==> config.mk <==
export PLATFORM = sky130hd
export DESIGN_NAME = hci_uart_packet_deframer
export DESIGN_NICKNAME = d
export VERILOG_FILES = /design/src/sv/hcid_pkg.sv /design/src/sv/hcid_tracker.sv /design/src/sv/hcid_out_stage.sv /design/src/sv/hci_uart_packet_deframer.sv
export SDC_FILE = /design/constraint.sdc
export NUM_CORES = 1
export LEC_CHECK = 0
export BUFFER_PORTS_ARGS = -buffer_cell sky130_fd_sc_hd__clkbuf_2
export CAP_MARGIN = 20
export CORE_ASPECT_RATIO = 1.1
export CORE_MARGIN = 5
export CORE_UTILIZATION = 50
export CTS_BUF_LIST = sky130_fd_sc_hd__clkbuf_8
export CTS_CLUSTER_DIAMETER = 80
export DETAILED_ROUTE_END_ITERATION = 8
export MAX_ROUTING_LAYER = met4
export PLACE_DENSITY = 0.69
export SLEW_MARGIN = 20
export SYNTH_ARGS = -nofsm -noshare
export SYNTH_HDL_FRONTEND = slang
export SYNTH_SLANG_ARGS = --single-unit
==> constraint.sdc <==
create_clock -name clock -period 6.9 [get_ports clock]
set_clock_uncertainty 0.2 [all_clocks]
set_input_delay 1.035 -clock clock [delete_from_list [all_inputs] [get_ports clock]]
set_output_delay 1.035 -clock clock [all_outputs]
set_load 0.02 [all_outputs]
==> src/sv/hcid_pkg.sv <==
// Shared types and constants for the HCI UART packet deframer.
// No dependencies.
`default_nettype none

package hcid_pkg;

   // Frame capacity in bytes; positions saturate one below it.
   localparam int FRAME_CAPACITY = 1024;
   localparam int SEEN_W         = $clog2(FRAME_CAPACITY + 1);
   localparam int POS_W          = 10;
   localparam int LEN_W          = 16;

   // H4 packet indicator bytes
   localparam logic [7:0] IND_CMD   = 8'h01;
   localparam logic [7:0] IND_ACL   = 8'h02;
   localparam logic [7:0] IND_EVT   = 8'h04;
   localparam logic [7:0] IND_LOCAL = 8'h20;

   // Header byte numbers (counted from 1) that carry the length
   localparam logic [SEEN_W-1:0] EVT_LEN_BYTE    = SEEN_W'(3);
   localparam logic [SEEN_W-1:0] CMD_LEN_BYTE    = SEEN_W'(4);
   localparam logic [SEEN_W-1:0] ACL_LEN_LO_BYTE = SEEN_W'(4);
   localparam logic [SEEN_W-1:0] ACL_LEN_HI_BYTE = SEEN_W'(5);

   localparam logic [SEEN_W-1:0] SEEN_CAP = SEEN_W'(FRAME_CAPACITY);
   localparam logic [SEEN_W-1:0] SEEN_TOP = SEEN_W'(FRAME_CAPACITY - 1);

   typedef enum logic [1:0] {
      KIND_CMD   = 2'd0,
      KIND_ACL   = 2'd1,
      KIND_EVT   = 2'd2,
      KIND_LOCAL = 2'd3
   } kind_type;

   // One result beat
   typedef struct packed {
      logic [7:0]       out_byte;
      logic             in_frame;
      logic [1:0]       packet_kind;
      logic [POS_W-1:0] byte_position;
      logic             frame_last;
      logic             overflow;
   } rsp_type;

endpackage

`default_nettype wire

==> src/sv/hcid_tracker.sv <==
// Frame state tracker: phase, kind, byte count and payload countdown.
// Depends on hcid_pkg. Produces the result for the byte in the input register.
`default_nettype none

module hcid_tracker (
   input  wire logic            clock,
   input  wire logic            reset,
   input  wire logic            advance,
   input  wire logic [7:0]      byte_in,
   output hcid_pkg::rsp_type    result
);

   typedef enum logic [1:0] {
      PH_IDLE    = 2'd0,
      PH_HEADER  = 2'd1,
      PH_PAYLOAD = 2'd2
   } phase_type;

   phase_type                         phase_ff, phase_in;
   hcid_pkg::kind_type                kind_ff, kind_in;
   logic [hcid_pkg::SEEN_W-1:0]       seen_ff, seen_in;
   logic [hcid_pkg::LEN_W-1:0]        left_ff, left_in;

   logic [hcid_pkg::SEEN_W-1:0]       seen_inc;
   logic [hcid_pkg::SEEN_W-1:0]       offset;
   logic [hcid_pkg::SEEN_W-1:0]       pos_full;
   logic [hcid_pkg::LEN_W-1:0]        left_dec;
   logic [hcid_pkg::LEN_W-1:0]        len_val;
   logic                              len_byte;
   logic                              acl_lo_byte;
   logic                              known;
   hcid_pkg::kind_type                kind_dec;
   logic                              last;

   // Saturating byte count
   assign seen_inc = (seen_ff < hcid_pkg::SEEN_CAP) ? seen_ff + 1'b1 : seen_ff;
   assign left_dec = left_ff - 1'b1;

   // Indicator decode
   always_comb begin
      known    = 1'b1;
      kind_dec = hcid_pkg::KIND_CMD;
      unique case (byte_in)
         hcid_pkg::IND_CMD:   kind_dec = hcid_pkg::KIND_CMD;
         hcid_pkg::IND_ACL:   kind_dec = hcid_pkg::KIND_ACL;
         hcid_pkg::IND_EVT:   kind_dec = hcid_pkg::KIND_EVT;
         hcid_pkg::IND_LOCAL: kind_dec = hcid_pkg::KIND_LOCAL;
         default:             known    = 1'b0;
      endcase
   end

   // Header byte roles
   always_comb begin
      acl_lo_byte = (kind_ff == hcid_pkg::KIND_ACL) && (seen_inc == hcid_pkg::ACL_LEN_LO_BYTE);
      len_byte    = ((kind_ff == hcid_pkg::KIND_ACL) &&
                     (seen_inc == hcid_pkg::ACL_LEN_HI_BYTE)) ||
                    ((kind_ff == hcid_pkg::KIND_EVT) &&
                     (seen_inc == hcid_pkg::EVT_LEN_BYTE)) ||
                    (((kind_ff == hcid_pkg::KIND_CMD) || (kind_ff == hcid_pkg::KIND_LOCAL)) &&
                     (seen_inc == hcid_pkg::CMD_LEN_BYTE));
      len_val     = (kind_ff == hcid_pkg::KIND_ACL) ? {byte_in, left_ff[7:0]}
                                                    : {8'h00, byte_in};
   end

   // Next state and result
   always_comb begin
      phase_in = phase_ff;
      kind_in  = kind_ff;
      seen_in  = seen_ff;
      left_in  = left_ff;
      offset   = seen_ff;
      last     = 1'b0;
      result   = '0;
      result.out_byte = byte_in;
      result.in_frame = 1'b1;
      result.packet_kind = kind_ff;
      unique case (phase_ff)
         PH_HEADER: begin
            seen_in = seen_inc;
            if (acl_lo_byte) begin
               left_in = {8'h00, byte_in};
            end else if (len_byte) begin
               left_in = len_val;
               if (len_val == '0) begin
                  last     = 1'b1;
                  phase_in = PH_IDLE;
               end else begin
                  phase_in = PH_PAYLOAD;
               end
            end
         end
         PH_PAYLOAD: begin
            seen_in = seen_inc;
            left_in = left_dec;
            if (left_dec == '0) begin
               last     = 1'b1;
               phase_in = PH_IDLE;
            end
         end
         default: begin
            offset   = '0;
            phase_in = PH_IDLE;
            result.packet_kind = kind_dec;
            if (known) begin
               kind_in  = kind_dec;
               seen_in  = hcid_pkg::SEEN_W'(1);
               left_in  = '0;
               phase_in = PH_HEADER;
            end else begin
               result.in_frame    = 1'b0;
               result.packet_kind = '0;
            end
         end
      endcase
      // Position saturates at capacity minus one
      pos_full = (offset >= hcid_pkg::SEEN_CAP) ? hcid_pkg::SEEN_TOP : offset;
      if (result.in_frame) begin
         result.byte_position = hcid_pkg::POS_W'(pos_full);
         result.overflow      = (offset >= hcid_pkg::SEEN_CAP);
         result.frame_last    = last;
      end
   end

   // State registers
   always_ff @(posedge clock) begin
      if (reset) begin
         phase_ff <= PH_IDLE;
         kind_ff  <= hcid_pkg::KIND_CMD;
         seen_ff  <= '0;
         left_ff  <= '0;
      end else if (advance) begin
         phase_ff <= phase_in;
         kind_ff  <= kind_in;
         seen_ff  <= seen_in;
         left_ff  <= left_in;
      end
   end

endmodule

`default_nettype wire

==> src/sv/hcid_out_stage.sv <==
// Result register stage with valid/ready handshake.
// Depends on hcid_pkg for the result beat type.
`default_nettype none

module hcid_out_stage (
   input  wire logic            clock,
   input  wire logic            reset,
   input  wire logic            load,
   input  wire hcid_pkg::rsp_type data_in,
   output logic                 can_load,
   output logic                 valid,
   input  wire logic            ready,
   output hcid_pkg::rsp_type    data_out
);

   logic               valid_ff;
   hcid_pkg::rsp_type  data_ff;

   // Room when empty or when the held beat leaves this cycle
   assign can_load = !valid_ff || ready;
   assign valid    = valid_ff;
   assign data_out = data_ff;

   always_ff @(posedge clock) begin
      if (reset) begin
         valid_ff <= 1'b0;
      end else if (load) begin
         valid_ff <= 1'b1;
      end else if (ready) begin
         valid_ff <= 1'b0;
      end
   end

   always_ff @(posedge clock) begin
      if (load) begin
         data_ff <= data_in;
      end
   end

endmodule

`default_nettype wire

==> src/sv/hci_uart_packet_deframer.sv <==
// HCI UART (H4) packet deframer. One received byte per beat is accepted and
// one tagged result beat per byte is returned: kind, offset in frame, last
// flag and overflow. Throughput is one byte per clock while rsp_ready stays
// high; a byte passes through the input register and then the result
// register. The rate is set by the frame state loop (phase, byte count,
// payload countdown), which updates once per byte. Bytes outside a frame
// come back with in_frame low and all tags zero.
// Depends on hcid_pkg, hcid_tracker and hcid_out_stage.
`default_nettype none

module hci_uart_packet_deframer (
   input  wire logic                        clock,
   input  wire logic                        reset,
   input  wire logic                        req_valid,
   output logic                             req_ready,
   input  wire logic [7:0]                  req_rx_byte,
   output logic                             rsp_valid,
   input  wire logic                        rsp_ready,
   output logic [7:0]                       rsp_out_byte,
   output logic                             rsp_in_frame,
   output logic [1:0]                       rsp_packet_kind,
   output logic [hcid_pkg::POS_W-1:0]       rsp_byte_position,
   output logic                             rsp_frame_last,
   output logic                             rsp_overflow
);

   logic               in_valid_ff;
   logic [7:0]         in_byte_ff;
   logic               advance;
   logic               can_load;
   hcid_pkg::rsp_type  result;
   hcid_pkg::rsp_type  rsp_data;

   // Input beat moves on when the result register has room
   assign advance   = in_valid_ff && can_load;
   assign req_ready = !in_valid_ff || can_load;

   // Input register
   always_ff @(posedge clock) begin
      if (reset) begin
         in_valid_ff <= 1'b0;
      end else if (req_ready) begin
         in_valid_ff <= req_valid;
      end
   end

   always_ff @(posedge clock) begin
      if (req_valid && req_ready) begin
         in_byte_ff <= req_rx_byte;
      end
   end

   hcid_tracker u_tracker (
      .clock   (clock),
      .reset   (reset),
      .advance (advance),
      .byte_in (in_byte_ff),
      .result  (result)
   );

   hcid_out_stage u_out (
      .clock    (clock),
      .reset    (reset),
      .load     (advance),
      .data_in  (result),
      .can_load (can_load),
      .valid    (rsp_valid),
      .ready    (rsp_ready),
      .data_out (rsp_data)
   );

   assign rsp_out_byte      = rsp_data.out_byte;
   assign rsp_in_frame      = rsp_data.in_frame;
   assign rsp_packet_kind   = rsp_data.packet_kind;
   assign rsp_byte_position = rsp_data.byte_position;
   assign rsp_frame_last    = rsp_data.frame_last;
   assign rsp_overflow      = rsp_data.overflow;

endmodule

`default_nettype wire

==> results.cfg <==
[power]
swShare = 0.249
p_leak_nw = 1.43
intPower_mw = 0.560
power_density_nw_per_um2 = 186
ir_drop_uv = 145
seq_power_share = 0.559
clockPowerShare = 0.395
p_sw_mw = 0.186
total_power_mw = 0.746
comb_power_share = 0.046

[drt]
viasPerCell = 6.20
drtAntennaViolNets = 0
drt-pass1-iter-count = 5
via_count = 3201
drt-initial-drc-count = 250
routed_wl_um = 8920
route.detailed.drc = 0
post_drt_wl_per_cell_um = 17.3

[run]
drv_cap = 0

[min_path]
hp-class = reg2reg

[cts]
clock_sinks = 64
clk_latency_ns = 0.34
cts_buffers = 9
htreeDepth = 3
path_clk_slew_ns = 0.07
cts_setup_buffers = 0
cts_hold_buf = 0
cts_resized = 0
cts-root-buf = clkbuf_8
cts_tree = yes
cts_max_path_buffers = 2

[timing]
slew_headroom = 0.402
setup_viol = 0
fmax_ghz = 0.302
hold_viol_final = 0
rsz0062_at_grt = false
fin_crit_ns = 3.32
finalMaxSlewViolations = 0
period_share = 0.481
finalSetupTns_ns = 0
tightest_slew_ns = 0.897

[critical_path]
arrival_ns = 3.38
path_class = reg2reg
end_kind = register
cp.required_ns = 6.96
startpoint_type = register
crit_fanout = 8

[floorplanning]
std_cell_rows = 32
start_util = 0.513
io_pins = 37
die_area_sq_um = 9030
dieHeight_um = 99.2
core_area_sq_um = 7050
die_w_um = 91.1

[layout]
layout-drive-gt1-share = 0.155
seqCellArea_sq_um = 1590
fill_cells = 630
area_growth_pct = 10.7
final_nets = 445
fin_cells = 516
multi_input_area_sq_um = 1850
antenna-diode-count = 0

[logic_synthesis]
netlist_area_sq_um = 3620
post-synth-top-count-cell = nor2_1
ys_top_cells_by_count = 55 x nor2_1, 33 x dfxtp_1, 31 x edfxtp_1, 30 x a21oi_1, 19 x nand2_1
netlist_instances = 399
synth_top_area_frac = 0.257
synthTopCellsByArea = edfxtp_1 26%, dfxtp_1 18%, nor2_1 5.7%
syn_nets = 418
synth_edf_count = 31
synth-seq-cells = 64
synth_top_area_cell = edfxtp_1
synth_ff_type = dfxtp_1
ys_seq_area_frac = 0.440
ys_warn_count = 0
avgSynthCellArea_sq_um = 9.06
synthArstFlopShare = 0
synth_cell_types = 65

[grt]
antenna_found_initial = 0
grt_max_degree = 28
globalRoute.totalOverflow = 0
grt_util_all_layers = 0.208
grt_pass1_vias = 2926
grt_first_pass_wirelength_um = 14800

[status]
status = finished clean

[placed_design]
io_buffer_count = 36
gp_congestion = 0.992
placed_cells = 500
dp_hpwl_um = 6340
-- metrics by stage --
step,worst slack (ns),util,area (sq um),hold WS (ns)
2_1_floorplan,3.88,-,3620,0.221
3_3_place_gp,3.61,0.542,3820,0.274
3_5_place_dp,3.60,0.542,3820,0.282
4_1_cts,3.62,0.568,4000,0.292
5_1_grt,3.29,0.568,4000,0.319
6_report,3.58,0.568,4000,0.293
-- path summary, 6_finish.rpt --
path                            cells past startpoint  slack (ns)               endpoint             startpoint
worst max register to register                      8        3.58  u_tracker.left_ff[12]   u_tracker.seen_ff[0]
worst min register to register                      2        0.29  u_tracker.phase_ff[1]  u_tracker.phase_ff[1]
worst max-delay path                                8        3.58  u_tracker.left_ff[12]   u_tracker.seen_ff[0]
worst min-delay path                                2        0.29  u_tracker.phase_ff[1]  u_tracker.phase_ff[1]
-- cell type report --
type                            count  share of cell area
Tap cell                           85              0.0266
Clock inverter                      6              0.0109
Timing Repair Buffer               40              0.0525
Clock buffer                       10              0.0344
Multi-Input combinational cell    294               0.462
Inverter                           17              0.0159
Sequential cell                    64               0.398
-- registers in the layout, indices dropped and copies added, names as in the netlist --
signal and flops:
in_byte_ff 8, in_valid_ff 1, u_out.data_out 23, u_out.valid 1
u_tracker.kind_ff 2, u_tracker.left_ff 16, u_tracker.phase_ff 2, u_tracker.seen_ff 11
-- cells by family (layout without fill, tap and decap cells) --
group                    count (synthesis)  after routing  share of synthesized area
AND/OR/NAND/NOR                        163            163                      0.240
AO/OA/AOI/OAI                          106            106                      0.201
flip-flops                              64             64                      0.440
buffers and inverters                   41             73                     0.0481
XOR/XNOR                                12             12                     0.0291
adder cells (fa/ha/maj)                  7              7                     0.0242
multiplexers                             6              6                     0.0170
-- critical path: stages (launching register included) --
cell	delay, ns
dfxtp_1	0.45
ha_1	0.33
nand4_2	0.19
nor2_1	0.31
xor2_1	0.14
or3_1	0.51
nor4_2	0.77
nand2_1	0.13
a31oi_1	0.20
-- power groups by stage --
stage	Sequential (mW)	Combinational, mW	Clock (mW)
after global routing	0.418	0.0376	0.319
after global placement	0.425	0.0343	0
after CTS	0.417	0.0349	0.301
after floorplan	0.428	0.0155	0
final	0.417	0.0344	0.295
after detailed placement	0.425	0.0349	0
-- layer usage --
layer | share of wire | up-vias | wire (um) | track usage
met5 | 0 | - | 0 | -
met4 | 0.028 | 0 | 250 | 0.0903
met3 | 0.063 | 21 | 564 | 0.0431
met1 | 0.45 | 1518 | 4050 | 0.271
li1 | - | 1550 | - | -
met2 | 0.45 | 112 | 4050 | 0.313
-- placed cells by master (no fill, tap or decap), types with 12 or more instances in the layout --
cell type  netlist  routed
nor3_1          12      12
nand3_1         18      18
clkbuf_2         0      36
dfxtp_1         33      33
nand2_1         19      19
nor2_1          55      55
o21ai_0         13      13
a21oi_1         30      30
inv_1           16      16
edfxtp_1        31      31
Note: power is estimated with default switching activity, not from simulation.
